--- src/rtl/vfv_pkg.sv ---
// Shared types, field widths and codes for the voxel face visibility block.
package vfv_pkg;

  localparam int REQ_W   = 1;
  localparam int X_W     = 3;
  localparam int Y_W     = 3;
  localparam int Z_W     = 5;
  localparam int COLOR_W = 2;
  localparam int MASK_W  = 6;
  localparam int COUNT_W = 3;

  typedef enum logic [REQ_W-1:0] {
    REQ_WRITE = 1'b0,
    REQ_QUERY = 1'b1
  } req_t;

  localparam logic [COLOR_W-1:0] COLOR_EMPTY = '0;

  localparam int FACE_LEFT   = 0;
  localparam int FACE_RIGHT  = 1;
  localparam int FACE_TOP    = 2;
  localparam int FACE_BOTTOM = 3;
  localparam int FACE_FRONT  = 4;
  localparam int FACE_BACK   = 5;

  // Banks are selected by {y parity, z parity}, relative to the addressed voxel.
  localparam int BANKS = 4;
  localparam logic [1:0] BANK_CENTER = 2'b00;
  localparam logic [1:0] BANK_Z_NBR  = 2'b01;
  localparam logic [1:0] BANK_Y_NBR  = 2'b10;

  typedef struct packed {
    logic               is_query;
    logic               in_grid;
    logic [X_W-1:0]     x;
    logic [COLOR_W-1:0] color;
    logic               has_up;
    logic               has_down;
    logic               has_front;
    logic               has_back;
  } face_ctl_t;

  function automatic logic [COUNT_W-1:0] face_popcount(input logic [MASK_W-1:0] m);
    logic [COUNT_W-1:0] n;
    n = '0;
    for (int i = 0; i < MASK_W; i++) begin
      n = n + COUNT_W'(m[i]);
    end
    return n;
  endfunction

endpackage

--- src/rtl/vfv_face.sv ---
// Exposed-face mask, face count and colour from the fetched center and neighbor rows.
module vfv_face
  import vfv_pkg::*;
#(
  parameter int GRID_WIDTH = 8,
  parameter int XW         = 3
) (
  input  face_ctl_t                           ctl,
  input  logic [GRID_WIDTH-1:0][COLOR_W-1:0]  c_row,
  input  logic [GRID_WIDTH-1:0][COLOR_W-1:0]  up_row,
  input  logic [GRID_WIDTH-1:0][COLOR_W-1:0]  down_row,
  input  logic [GRID_WIDTH-1:0][COLOR_W-1:0]  front_row,
  input  logic [GRID_WIDTH-1:0][COLOR_W-1:0]  back_row,
  output logic [MASK_W-1:0]                   mask,
  output logic [COUNT_W-1:0]                  count,
  output logic [COLOR_W-1:0]                  color
);

  logic          has_left;
  logic          has_right;
  logic [XW-1:0] idx_c;
  logic [XW-1:0] idx_l;
  logic [XW-1:0] idx_r;
  logic          solid;

  always_comb begin
    has_left  = int'(ctl.x) != 0;
    has_right = int'(ctl.x) + 1 < GRID_WIDTH;
    idx_c     = XW'(ctl.x);
    idx_l     = has_left  ? XW'(int'(ctl.x) - 1) : idx_c;
    idx_r     = has_right ? XW'(int'(ctl.x) + 1) : idx_c;

    if (!ctl.in_grid) begin
      color = COLOR_EMPTY;
    end else if (ctl.is_query) begin
      color = c_row[idx_c];
    end else begin
      color = ctl.color;
    end

    solid = ctl.in_grid && ctl.is_query && (color != COLOR_EMPTY);
    mask  = '0;
    if (solid) begin
      mask[FACE_LEFT]   = !has_left      || (c_row[idx_l]     == COLOR_EMPTY);
      mask[FACE_RIGHT]  = !has_right     || (c_row[idx_r]     == COLOR_EMPTY);
      mask[FACE_TOP]    = !ctl.has_up    || (up_row[idx_c]    == COLOR_EMPTY);
      mask[FACE_BOTTOM] = !ctl.has_down  || (down_row[idx_c]  == COLOR_EMPTY);
      mask[FACE_FRONT]  = !ctl.has_front || (front_row[idx_c] == COLOR_EMPTY);
      mask[FACE_BACK]   = !ctl.has_back  || (back_row[idx_c]  == COLOR_EMPTY);
    end
    count = face_popcount(mask);
  end

endmodule

--- config.mk ---
export PLATFORM = sky130hd
export DESIGN_NAME = vfv_face
export DESIGN_NICKNAME = d
export VERILOG_FILES = /design/src/rtl/vfv_pkg.sv /design/src/rtl/vfv_face.sv
export SDC_FILE = /design/constraint.sdc
export NUM_CORES = 1
export LEC_CHECK = 0
export BUFFER_PORTS_ARGS = -buffer_cell sky130_fd_sc_hd__buf_2
export CORE_MARGIN = 4
export CORE_UTILIZATION = 39
export DETAILED_ROUTE_END_ITERATION = 10
export PLACE_DENSITY = 0.9
export SLEW_MARGIN = 20
export SYNTH_ARGS = -nofsm -noshare
export SYNTH_HDL_FRONTEND = slang
export SYNTH_SLANG_ARGS = --single-unit
--- constraint.sdc ---
create_clock -name vclk -period 7
set_clock_uncertainty 0.2 [all_clocks]
set_input_delay 0.35 -clock vclk [all_inputs]
set_output_delay 0.35 -clock vclk [all_outputs]
set_load 0.005 [all_outputs]
==> flow_summary.html, run 1 <==
<table>
<tr><th>Metric</th><th>Value</th></tr>
<tr><th colspan="2">Placed design</th></tr>
<tr><td>PortBufs</td><td>102</td></tr>
<tr><td>Minimum setup slack after placement</td><td>around 1800 ps</td></tr>
<tr><td>Final weighted congestion in routability-driven placement</td><td>0.773</td></tr>
<tr><td>Area after detailed placement</td><td>0.00142 mm2</td></tr>
<tr><td>Detailed-placement wirelength estimate</td><td>2.96 mm</td></tr>
<tr><th colspan="2">Timing</th></tr>
<tr><td>Max-slew headroom at the worst pin</td><td>0.483</td></tr>
<tr><td>Ratio of final minimum period to clock period</td><td>0.746</td></tr>
<tr><td>Setup slack after layout</td><td>about 1800 ps</td></tr>
<tr><td>Final hold violations</td><td>0</td></tr>
<tr><td>Highest clock rate</td><td>about 190 MHz</td></tr>
<tr><td>Final setup violating endpoints</td><td>0</td></tr>
<tr><td>Pin slew with the least headroom to its limit</td><td>776 ps</td></tr>
<tr><td>Number of max-slew violations in the final report</td><td>0</td></tr>
<tr><td>Time the final worst path needs with I/O delays and setup</td><td>between 5000 and 6000 ps</td></tr>
<tr><td>Total Neg Setup Slack</td><td>0 ps</td></tr>
<tr><td>Unrepaired setup endpoints after global routing</td><td>no</td></tr>
<tr><th colspan="2">Synthesis</th></tr>
<tr><td>Number of nets produced by synthesis</td><td>around 220</td></tr>
<tr><td>Synth Area in Compound Gates</td><td>0.186</td></tr>
<tr><td>Top cells by area in the synthesized netlist</td><td>mux4_1, a21oi_1, mux4_2, mux2i_1, nor2_1</td></tr>
<tr><td>Dominant combinational cell family by area after synthesis</td><td>multiplexers</td></tr>
<tr><td>Portion of netlist area occupied by mux cells</td><td>0.383</td></tr>
<tr><td>Share of the synthesized area in the top cell type</td><td>0.142</td></tr>
<tr><td>Area of the mapped netlist</td><td>approximately 900 um2</td></tr>
<tr><td>Yosys synthesis warning count</td><td>0</td></tr>
<tr><td>Library cells used by synthesis</td><td>26</td></tr>
<tr><td>Simple-gate share of the synthesized area</td><td>0.226</td></tr>
<tr><td>Mean area per synthesized cell</td><td>7.83 um2</td></tr>
<tr><td>Seq/Total Area, Yosys</td><td>0</td></tr>
<tr><td>Post-Synth XOR/XNOR Area</td><td>0.00949</td></tr>
<tr><td>Leading area contributor after synthesis</td><td>mux4_1</td></tr>
<tr><td>Gate Count Post-Synth</td><td>between 100 and 150</td></tr>
<tr><td>Synthesized-area fraction occupied by adder cells</td><td>0.119</td></tr>
<tr><th colspan="2">Cells and area</th></tr>
<tr><td>Final core utilization</td><td>0.636</td></tr>
<tr><td>Number of clock buffers in the layout</td><td>0</td></tr>
<tr><td>Ratio of cells with drive above 1 in the final layout</td><td>0.509</td></tr>
<tr><td>Relative area change from synthesis to final layout</td><td>53.9%</td></tr>
<tr><td>FFs &amp; Latches</td><td>0</td></tr>
<tr><td>Number of nets in the layout</td><td>around 310</td></tr>
<tr><td>Cell area after layout</td><td>0.00142 mm2</td></tr>
<tr><td>Antenna diode count</td><td>0</td></tr>
<tr><td>Area taken by flip-flops and latches</td><td>0 um2</td></tr>
<tr><th colspan="2">Die</th></tr>
<tr><td>Effective utilization at floorplan</td><td>0.413</td></tr>
<tr><td>Die height</td><td>~57 um</td></tr>
<tr><td>Placeable core region</td><td>0.00223 mm2</td></tr>
<tr><td>X dimension of the die</td><td>approximately 57 um</td></tr>
<tr><td>Row cnt</td><td>17</td></tr>
<tr><td>Overall die area</td><td>0.00321 mm2</td></tr>
<tr><td>I/O Pins</td><td>102</td></tr>
<tr><th colspan="2">Route</th></tr>
<tr><td>Number of vias per cell</td><td>approximately 5.4</td></tr>
<tr><td>Routed length per instance</td><td>13.7 um</td></tr>
<tr><td>Antenna Nets Post-Route</td><td>0</td></tr>
<tr><td>Final Routed Wirelength</td><td>3.31 mm</td></tr>
<tr><td>DRC violations left</td><td>0</td></tr>
<tr><td>Pre-antenna DRT Iters</td><td>4</td></tr>
<tr><td>Via Count</td><td>1,295</td></tr>
<tr><td>Initial drt markers</td><td>44</td></tr>
<tr><th colspan="2">Clock network</th></tr>
<tr><td>Buffer count from post-CTS setup fixing</td><td>0</td></tr>
<tr><td>Number of buffers inserted for hold repair after clock tree synthesis</td><td>0</td></tr>
<tr><td>Post-cts repair resize count</td><td>0</td></tr>
<tr><th colspan="2">Worst setup path</th></tr>
<tr><td>Buffers &amp; Inverters on Critical Path</td><td>5</td></tr>
<tr><td>Critical Path Source Type</td><td>input port</td></tr>
<tr><td>Worst setup path class</td><td>in2out</td></tr>
<tr><td>Library cell contributing the largest single delay on the critical path</td><td>buf_2</td></tr>
<tr><td>Data arrival time of the worst path</td><td>approximately 4700 ps</td></tr>
<tr><td>Data required time of the critical path</td><td>6450 ps</td></tr>
<tr><td>Biggest cell delay along the critical path</td><td>a little under 600 ps</td></tr>
<tr><td>Cell Chain, Critical Path</td><td>buf_2, inv_1, ha_1, nand2b_1, xnor2_1, mux4_2, nor4b_1, nor4_1, fa_1, inv_1, fa_1, inv_1, ha_1, fa_1, buf_2</td></tr>
<tr><td>Kind of capture point of the worst setup path</td><td>output pin</td></tr>
<tr><td>Kind of cell with the highest combined delay on the critical path</td><td>adder cells</td></tr>
<tr><td>Critical path peak fanout</td><td>44</td></tr>
<tr><th colspan="2">Min path</th></tr>
<tr><td>Worst hold-check path type</td><td>in2out</td></tr>
<tr><th colspan="2">Global route</th></tr>
<tr><td>GRT Resource Usage Total</td><td>0.190</td></tr>
<tr><td>Via count of the first global-routing pass</td><td>between 1,000 and 1,500</td></tr>
<tr><td>Maximum number of pins on one net before global-route repair</td><td>45</td></tr>
<tr><td>Global route total overflow</td><td>0</td></tr>
<tr><td>Global-route wire length before repair</td><td>5.11 mm</td></tr>
<tr><td>Initial antenna violation count</td><td>0</td></tr>
<tr><th colspan="2">Flow run</th></tr>
<tr><td>Number of maximum-capacitance constraint violations</td><td>0</td></tr>
<tr><th colspan="2">Power and ir drop</th></tr>
<tr><td>Static power due to leakage</td><td>0.763 nW</td></tr>
<tr><td>Maximum VDD drop</td><td>0.0343 mV</td></tr>
<tr><td>PwrDens</td><td>a little over 60 mW/mm2</td></tr>
<tr><th colspan="2">Status</th></tr>
<tr><td>Result of the run</td><td>completed</td></tr>
</table>
worst paths after layout:
path / endpoint / startpoint / cells after the start
max: count[1] / ctl[6] / 15
min: mask[5] / ctl[0] / 3
cells by family after synthesis:
group           count (synthesis)
xor+xnor                        1
buf+inv                        12
fa+ha+maj                       7
mux                            21
compound gates                 31
simple gates                   46
metrics by stage:
stage | std cells | hold slack, ps | total power [W]
floorplan | 118 | 544 | 0.0000496
global placement | 242 | 757 | 0.0000860
detailed placement | 242 | 759 | 0.0000891
CTS | 242 | 761 | 0.0000892
global route | 242 | 789 | 0.0000991
finish | 242 | 762 | 0.0000887
placed cells by master (no fill, tap or decap):
cell / n
nand2_1: 1
nand2b_1: 1
a21oi_1: 23
o21ai_2: 1
nor2_1: 24
o21ai_0: 3
a221oi_1: 1
mux4_2: 5
clkinv_1: 1
nor3_1: 16
fa_1: 3
a21oi_2: 1
nor3b_1: 1
a21o_1: 2
ha_1: 4
xnor2_1: 1
inv_1: 5
mux2i_1: 11
nor4b_1: 1
or3_1: 1
nor4_1: 1
buf_2: 102
mux4_1: 5
power breakdown:
group	switching (W)	total (W)	internal [W]
registers	0	0	0
clock network	0	0	0
logic	0.0000403	0.0000887	0.0000484
routing by layer:
| metal | track usage | wire [um] |
|---|---|---|
| met5 | 0 | 0 |
| met4 | 0.0576 | 85 |
| met3 | 0.0276 | 165 |
| met2 | 0.371 | 1870 |
| met1 | 0.206 | 1180 |
cell usage after synthesis (2+ instances only):
cell / count
a21o_1: 2
fa_1: 3
ha_1: 4
nor2_1: 24
o21ai_0: 3
mux4_2: 5
a21oi_1: 23
mux2i_1: 11
mux4_1: 5
nor3_1: 16
clkbuf_1: 3
inv_1: 5
final cells by class:
class | count | area (um2)
multi-input combinational | 106 | 853
timing repair buffer | 102 | 510
tap | 28 | 35.0
inverter | 6 | 22.5
fill | 210 | 812
Power figures use the tool's default switching activity.
==> run 2: changes to the inputs <==
- CORE_UTILIZATION: 39 -> 36
- PLACE_DENSITY: 0.9 -> 0.84
- clock period: 7 -> 4.95 ns (I/O delays scaled with it)
==> flow_summary.html, run 2 (synthesized netlist as in run 1, its figures left out) <==
<table>
<tr><th>Metric</th><th>Value</th></tr>
<tr><th colspan="2">Timing</th></tr>
<tr><td>Pin slew with the least headroom to its limit</td><td>568 ps (-208 ps)</td></tr>
<tr><td>Ratio of final minimum period to clock period</td><td>0.915</td></tr>
<tr><td>Final hold violations</td><td>0 (unchanged)</td></tr>
<tr><td>Total Neg Setup Slack</td><td>0 ps (unchanged)</td></tr>
<tr><td>Final setup violating endpoints</td><td>0 (unchanged)</td></tr>
<tr><td>Highest clock rate</td><td>221 MHz</td></tr>
<tr><td>Number of max-slew violations in the final report</td><td>0 (unchanged)</td></tr>
<tr><td>Unrepaired setup endpoints after global routing</td><td>no</td></tr>
<tr><td>Time the final worst path needs with I/O delays and setup</td><td>4530 ps</td></tr>
<tr><td>Max-slew headroom at the worst pin</td><td>0.618 (+0.135)</td></tr>
<tr><th colspan="2">Placed design</th></tr>
<tr><td>PortBufs</td><td>102 (unchanged)</td></tr>
<tr><td>Detailed-placement wirelength estimate</td><td>2.94 mm (-0.87%)</td></tr>
<tr><td>Placed Cells</td><td>245 (+1.2%)</td></tr>
<tr><td>Final weighted congestion in routability-driven placement</td><td>0.813 (+5.1%)</td></tr>
<tr><th colspan="2">Cells and area</th></tr>
<tr><td>Number of clock buffers in the layout</td><td>0 (unchanged)</td></tr>
<tr><td>Relative area change from synthesis to final layout</td><td>55.0%</td></tr>
<tr><td>Final cell count without fillers</td><td>245 (+1.2%)</td></tr>
<tr><td>Antenna diode count</td><td>0 (unchanged)</td></tr>
<tr><td>Commonest non-fill, non-tap cells in the layout</td><td>buf_2, nor2_1, a21oi_1, nor3_1, mux2i_1</td></tr>
<tr><td>FFs &amp; Latches</td><td>0 (unchanged)</td></tr>
<tr><td>Most common cell after layout, fill and taps aside</td><td>buf_2</td></tr>
<tr><td>Number of nets in the layout</td><td>315 (+0.32%)</td></tr>
<tr><td>Area taken by flip-flops and latches</td><td>0 um2 (unchanged)</td></tr>
<tr><td>Ratio of cells with drive above 1 in the final layout</td><td>0.512 (+0.00228)</td></tr>
<tr><td>Filler cell count in the final layout</td><td>253 (+20%)</td></tr>
<tr><th colspan="2">Worst setup path</th></tr>
<tr><td>Kind of capture point of the worst setup path</td><td>output pin</td></tr>
<tr><td>Buffers &amp; Inverters on Critical Path</td><td>5 (unchanged)</td></tr>
<tr><td>Worst setup path class</td><td>in2out</td></tr>
<tr><td>Cell Chain, Critical Path</td><td>buf_2, buf_4, mux2i_1, mux4_2, a21oi_1, o21ai_2, nor4_1, fa_1, inv_1, fa_1, inv_1, ha_1, fa_1, buf_2</td></tr>
<tr><td>Library cell contributing the largest single delay on the critical path</td><td>nor4_1</td></tr>
<tr><td>Cell seen most often among critical-path stages</td><td>fa_1</td></tr>
<tr><td>Data arrival time of the worst path</td><td>4080 ps (-590 ps)</td></tr>
<tr><td>Kind of cell with the highest combined delay on the critical path</td><td>adder cells</td></tr>
<tr><td>Critical path peak fanout</td><td>36 (-18%)</td></tr>
<tr><td>Critical Path Source Type</td><td>input port</td></tr>
<tr><td>Biggest cell delay along the critical path</td><td>560 ps (-30 ps)</td></tr>
<tr><td>Data required time of the critical path</td><td>4500 ps (-1950 ps)</td></tr>
<tr><th colspan="2">Flow run</th></tr>
<tr><td>Number of maximum-capacitance constraint violations</td><td>0 (unchanged)</td></tr>
<tr><th colspan="2">Min path</th></tr>
<tr><td>Origin of the worst min-delay path</td><td>ctl[1]</td></tr>
<tr><td>Cell count of the worst hold path</td><td>3 (unchanged)</td></tr>
<tr><td>Worst hold-check path type</td><td>in2out</td></tr>
<tr><td>Worst hold path endpoint</td><td>mask[4]</td></tr>
<tr><th colspan="2">Die</th></tr>
<tr><td>I/O Pins</td><td>102 (unchanged)</td></tr>
<tr><td>Die height</td><td>58.6 um (+3.5%)</td></tr>
<tr><td>Placeable core region</td><td>0.00245 mm2 (+9.9%)</td></tr>
<tr><td>Effective utilization at floorplan</td><td>0.376 (-0.0373)</td></tr>
<tr><td>Row cnt</td><td>18 (+1)</td></tr>
<tr><td>X dimension of the die</td><td>58.6 um (+3.5%)</td></tr>
<tr><td>Overall die area</td><td>0.00344 mm2 (+7.1%)</td></tr>
<tr><th colspan="2">Clock network</th></tr>
<tr><td>Post-cts repair resize count</td><td>0 (unchanged)</td></tr>
<tr><td>Number of buffers inserted for hold repair after clock tree synthesis</td><td>0 (unchanged)</td></tr>
<tr><td>Buffer count from post-CTS setup fixing</td><td>0 (unchanged)</td></tr>
<tr><th colspan="2">Global route</th></tr>
<tr><td>Via count of the first global-routing pass</td><td>1,192 (-6.0%)</td></tr>
<tr><td>Global route total overflow</td><td>0 (unchanged)</td></tr>
<tr><td>GRT Resource Usage Total</td><td>0.168 (-0.0226)</td></tr>
<tr><td>Global-route wire length before repair</td><td>4.76 mm (-6.9%)</td></tr>
<tr><td>Initial antenna violation count</td><td>0 (unchanged)</td></tr>
<tr><td>Maximum number of pins on one net before global-route repair</td><td>37 (-18%)</td></tr>
<tr><th colspan="2">Status</th></tr>
<tr><td>Result of the run</td><td>completed</td></tr>
<tr><th colspan="2">Power and ir drop</th></tr>
<tr><td>Static power due to leakage</td><td>0.768 nW (+0.63%)</td></tr>
<tr><td>Maximum VDD drop</td><td>0.0681 mV (+98%)</td></tr>
<tr><td>Total power</td><td>0.000126 W (+42%)</td></tr>
<tr><td>PwrDens</td><td>88.0 mW/mm2 (+41%)</td></tr>
<tr><th colspan="2">Route</th></tr>
<tr><td>DRC violations left</td><td>0 (unchanged)</td></tr>
<tr><td>Final Routed Wirelength</td><td>3.26 mm (-1.5%)</td></tr>
<tr><td>Routed length per instance</td><td>13.3 um (-2.7%)</td></tr>
<tr><td>Initial drt markers</td><td>39 (-11%)</td></tr>
<tr><td>Number of vias per cell</td><td>5.12 (-4.3%)</td></tr>
<tr><td>Antenna Nets Post-Route</td><td>0 (unchanged)</td></tr>
<tr><td>Via Count</td><td>1,255 (-3.1%)</td></tr>
<tr><td>Pre-antenna DRT Iters</td><td>4 (unchanged)</td></tr>
</table>
## run 2: layer usage
layer / GRT usage / wire length, um
met1: 0.205 / 1260
met2: 0.337 / 1830
met3: 0.00658 / 155
met4: 0.00971 / 10
met5: 0 / 0
## run 2: cell type report
type | instances | area, um2 | area share
inverters | 6 | 22.5 | 0.0157
multi-input cells | 106 | 853 | 0.596
repair buffers | 103 | 518 | 0.362
well taps | 30 | 37.5 | 0.0262
## run 2: worst max-delay path by stage
stage	from	to	slack [ps]	cells past startpoint
after detailed placement	ctl[6]	count[1]	390	14
after global placement	ctl[6]	count[1]	570	15
after global routing	ctl[6]	count[1]	180	14
after CTS	ctl[6]	count[1]	400	14
after floorplan	ctl[6]	count[1]	700	15
final	ctl[6]	count[1]	420	14
## run 2: power by group
part | internal, W | switching [W]
Sequential | 0 | 0
Clock | 0 | 0
Combinational | 0.0000689 | 0.0000570
Total | 0.0000689 | 0.0000570
## run 2: metrics by stage
step	utilization	setup WS, ps	instance area (um2)	hold WS [ps]
5_1_grt	0.583	180	1430	570
2_1_floorplan	-	699	923	339
6_report	0.583	419	1430	556
3_5_place_dp	0.583	392	1430	554
4_1_cts	0.583	401	1430	555
3_3_place_gp	0.583	572	1430	553
==> run 3: changes to the inputs <==
- ABC_AREA: not set -> 1
- MAX_ROUTING_LAYER: not set -> met4
- PLACE_DENSITY: 0.84 -> 0.81
- clock period: 4.95 -> 4.1 ns (I/O delays scaled with it)
==> flow_summary.html, run 3 <==
<table>
<tr><th>Metric</th><th>Value</th></tr>
<tr><th colspan="2">Synthesis</th></tr>
<tr><td>Seq/Total Area, Yosys</td><td>0 (unchanged)</td></tr>
<tr><td>Count leader, synth</td><td>nand2_1</td></tr>
<tr><td>Leading area contributor after synthesis</td><td>nand2_1</td></tr>
<tr><td>Share of the synthesized area in the top cell type</td><td>0.159 (+0.0167)</td></tr>
<tr><td>Library cells used by synthesis</td><td>25 (-3.8%)</td></tr>
<tr><td>Number of nets produced by synthesis</td><td>316 (+46%)</td></tr>
<tr><td>Area of the mapped netlist</td><td>0.00111 mm2 (+20%)</td></tr>
<tr><td>Yosys synthesis warning count</td><td>0 (unchanged)</td></tr>
<tr><td>Ranking of synthesized cells by instance count</td><td>nand2_1, nand3_1, inv_1, nor2_1, nor3_1</td></tr>
<tr><td>Gate Count Post-Synth</td><td>218 (+85%)</td></tr>
<tr><td>Top cells by area in the synthesized netlist</td><td>nand2_1, nand3_1, nor3_1, inv_1, nor2_1</td></tr>
<tr><td>Mean area per synthesized cell</td><td>5.09 um2 (-35%)</td></tr>
<tr><th colspan="2">Worst setup path</th></tr>
<tr><td>Cell seen most often among critical-path stages</td><td>fa_1</td></tr>
<tr><td>Worst setup path class</td><td>in2out</td></tr>
<tr><td>Kind of capture point of the worst setup path</td><td>output pin</td></tr>
<tr><td>Data arrival time of the worst path</td><td>3320 ps (-760 ps)</td></tr>
<tr><td>Critical path peak fanout</td><td>8 (-78%)</td></tr>
<tr><td>Biggest cell delay along the critical path</td><td>530 ps (-30 ps)</td></tr>
<tr><td>Critical Path Source Type</td><td>input port</td></tr>
<tr><td>Data required time of the critical path</td><td>3690 ps (-810 ps)</td></tr>
<tr><td>Cell Chain, Critical Path</td><td>buf_2, inv_2, ha_1, nand2_2, o21ai_0, nand3_1, nand3_1, nand2_1, nor2_1, nor2_1, fa_1, inv_1, fa_1, inv_1, ha_1, fa_1, buf_2</td></tr>
<tr><td>Library cell contributing the largest single delay on the critical path</td><td>fa_1</td></tr>
<tr><th colspan="2">Route</th></tr>
<tr><td>Number of vias per cell</td><td>4.87 (-5.0%)</td></tr>
<tr><td>Final Routed Wirelength</td><td>4.20 mm (+29%)</td></tr>
<tr><td>Pre-antenna DRT Iters</td><td>4 (unchanged)</td></tr>
<tr><td>DRC violations left</td><td>0 (unchanged)</td></tr>
<tr><td>Initial drt markers</td><td>68 (+74%)</td></tr>
<tr><td>Antenna Nets Post-Route</td><td>0 (unchanged)</td></tr>
<tr><td>Via Count</td><td>1,699 (+35%)</td></tr>
<tr><td>Routed length per instance</td><td>12.0 um (-9.5%)</td></tr>
<tr><th colspan="2">Cells and area</th></tr>
<tr><td>Most common cell after layout, fill and taps aside</td><td>buf_2</td></tr>
<tr><td>Area taken by flip-flops and latches</td><td>0 um2 (unchanged)</td></tr>
<tr><td>Antenna diode count</td><td>0 (unchanged)</td></tr>
<tr><td>Number of nets in the layout</td><td>418 (+33%)</td></tr>
<tr><td>Number of clock buffers in the layout</td><td>0 (unchanged)</td></tr>
<tr><td>Relative area change from synthesis to final layout</td><td>47.6%</td></tr>
<tr><td>Ratio of cells with drive above 1 in the final layout</td><td>0.374 (-0.137)</td></tr>
<tr><td>Final core utilization</td><td>0.574 (-0.00895)</td></tr>
<tr><td>FFs &amp; Latches</td><td>0 (unchanged)</td></tr>
<tr><td>Commonest non-fill, non-tap cells in the layout</td><td>buf_2, nand2_1, nand3_1, inv_1, nor2_1</td></tr>
<tr><th colspan="2">Die</th></tr>
<tr><td>Effective utilization at floorplan</td><td>0.389 (+0.0129)</td></tr>
<tr><td>X dimension of the die</td><td>63.5 um (+8.3%)</td></tr>
<tr><td>Placeable core region</td><td>0.00285 mm2 (+16%)</td></tr>
<tr><td>I/O Pins</td><td>102 (unchanged)</td></tr>
<tr><td>Overall die area</td><td>0.00404 mm2 (+17%)</td></tr>
<tr><td>Row cnt</td><td>19 (+1)</td></tr>
<tr><td>Die height</td><td>63.5 um (+8.3%)</td></tr>
<tr><th colspan="2">Power and ir drop</th></tr>
<tr><td>PwrDens</td><td>102 mW/mm2 (+15%)</td></tr>
<tr><td>Static power due to leakage</td><td>0.999 nW (+30%)</td></tr>
<tr><td>Maximum VDD drop</td><td>0.0622 mV (-8.6%)</td></tr>
<tr><th colspan="2">Placed design</th></tr>
<tr><td>PortBufs</td><td>102 (unchanged)</td></tr>
<tr><td>Minimum setup slack after placement</td><td>373 ps (-19.5 ps)</td></tr>
<tr><td>Final weighted congestion in routability-driven placement</td><td>1.08 (+33%)</td></tr>
<tr><td>Detailed-placement wirelength estimate</td><td>3.63 mm (+24%)</td></tr>
<tr><th colspan="2">Min path</th></tr>
<tr><td>Worst hold-check path type</td><td>in2out</td></tr>
<tr><th colspan="2">Timing</th></tr>
<tr><td>Hold slack</td><td>522 ps (-34.6 ps)</td></tr>
<tr><td>Unrepaired setup endpoints after global routing</td><td>no</td></tr>
<tr><td>Final hold violations</td><td>0 (unchanged)</td></tr>
<tr><td>Number of max-slew violations in the final report</td><td>0 (unchanged)</td></tr>
<tr><td>Total Neg Setup Slack</td><td>0 ps (unchanged)</td></tr>
<tr><td>Final setup violating endpoints</td><td>0 (unchanged)</td></tr>
<tr><td>Ratio of final minimum period to clock period</td><td>0.909</td></tr>
<tr><td>Setup slack after layout</td><td>372 ps (-47.2 ps)</td></tr>
<tr><td>Time the final worst path needs with I/O delays and setup</td><td>3730 ps</td></tr>
<tr><td>Max-slew headroom at the worst pin</td><td>0.813 (+0.195)</td></tr>
<tr><td>Pin slew with the least headroom to its limit</td><td>280 ps (-288 ps)</td></tr>
<tr><td>Highest clock rate</td><td>268 MHz</td></tr>
<tr><th colspan="2">Status</th></tr>
<tr><td>Result of the run</td><td>completed</td></tr>
<tr><th colspan="2">Flow run</th></tr>
<tr><td>Number of maximum-capacitance constraint violations</td><td>0 (unchanged)</td></tr>
<tr><th colspan="2">Global route</th></tr>
<tr><td>Global route total overflow</td><td>0 (unchanged)</td></tr>
<tr><td>Initial antenna violation count</td><td>0 (unchanged)</td></tr>
<tr><td>Global-route wire length before repair</td><td>6.74 mm (+42%)</td></tr>
<tr><td>Via count of the first global-routing pass</td><td>1,601 (+34%)</td></tr>
<tr><td>Maximum number of pins on one net before global-route repair</td><td>29 (-22%)</td></tr>
<tr><td>GRT Resource Usage Total</td><td>0.202 (+0.0345)</td></tr>
<tr><th colspan="2">Clock network</th></tr>
<tr><td>Number of buffers inserted for hold repair after clock tree synthesis</td><td>0 (unchanged)</td></tr>
<tr><td>Post-cts repair resize count</td><td>0 (unchanged)</td></tr>
<tr><td>Buffer count from post-CTS setup fixing</td><td>0 (unchanged)</td></tr>
</table>
## run 3: logic make-up after synthesis
logic type,after synthesis,synth area share
simple gates,145,0.598
fa+ha+maj,7,0.0992
compound gates,26,0.130
xor+xnor,2,0.0158
buf+inv,38,0.158
## run 3: path summary, 6_finish.rpt
path	startpoint	endpoint	depth (start not counted)
max	ctl[6]	count[1]	17
min	ctl[9]	color[1]	4
## run 3: area by class of cell
type	count	area (um2)
Tap cell	31	38.8
Inverter	31	116
Fill cell	321	1210
Multi-Input combinational cell	180	935
Timing Repair Buffer	107	548
## run 3: power breakdown
group | switching, W | internal, W
combinational | 0.0000883 | 0.0000781
clock | 0 | 0
sequential | 0 | 0
## run 3: metal layers
layer / global-route usage / up-vias / routed length [um]
li1: - / 909 / -
met1: 0.246 / 714 / 1680
met2: 0.377 / 74 / 2110
met3: 0.0178 / 2 / 390
met4: 0.0108 / 0 / 16
met5: - / - / 0
## run 3: critical path: cells and delay by family
| kind | cells | cell delay, ps |
|---|---|---|
| simple gates | 6 | 530 |
| fa+ha+maj | 5 | 1890 |
| compound gates | 1 | 260 |
| buf+inv | 5 | 440 |
## run 3: metrics by stage
step,cell area [um2],instances,power [W]
floorplan,1110,218,0.0000943
global placement,1640,349,0.000164
detailed placement,1640,349,0.000167
CTS,1640,349,0.000168
global route,1640,349,0.000191
finish,1640,349,0.000166
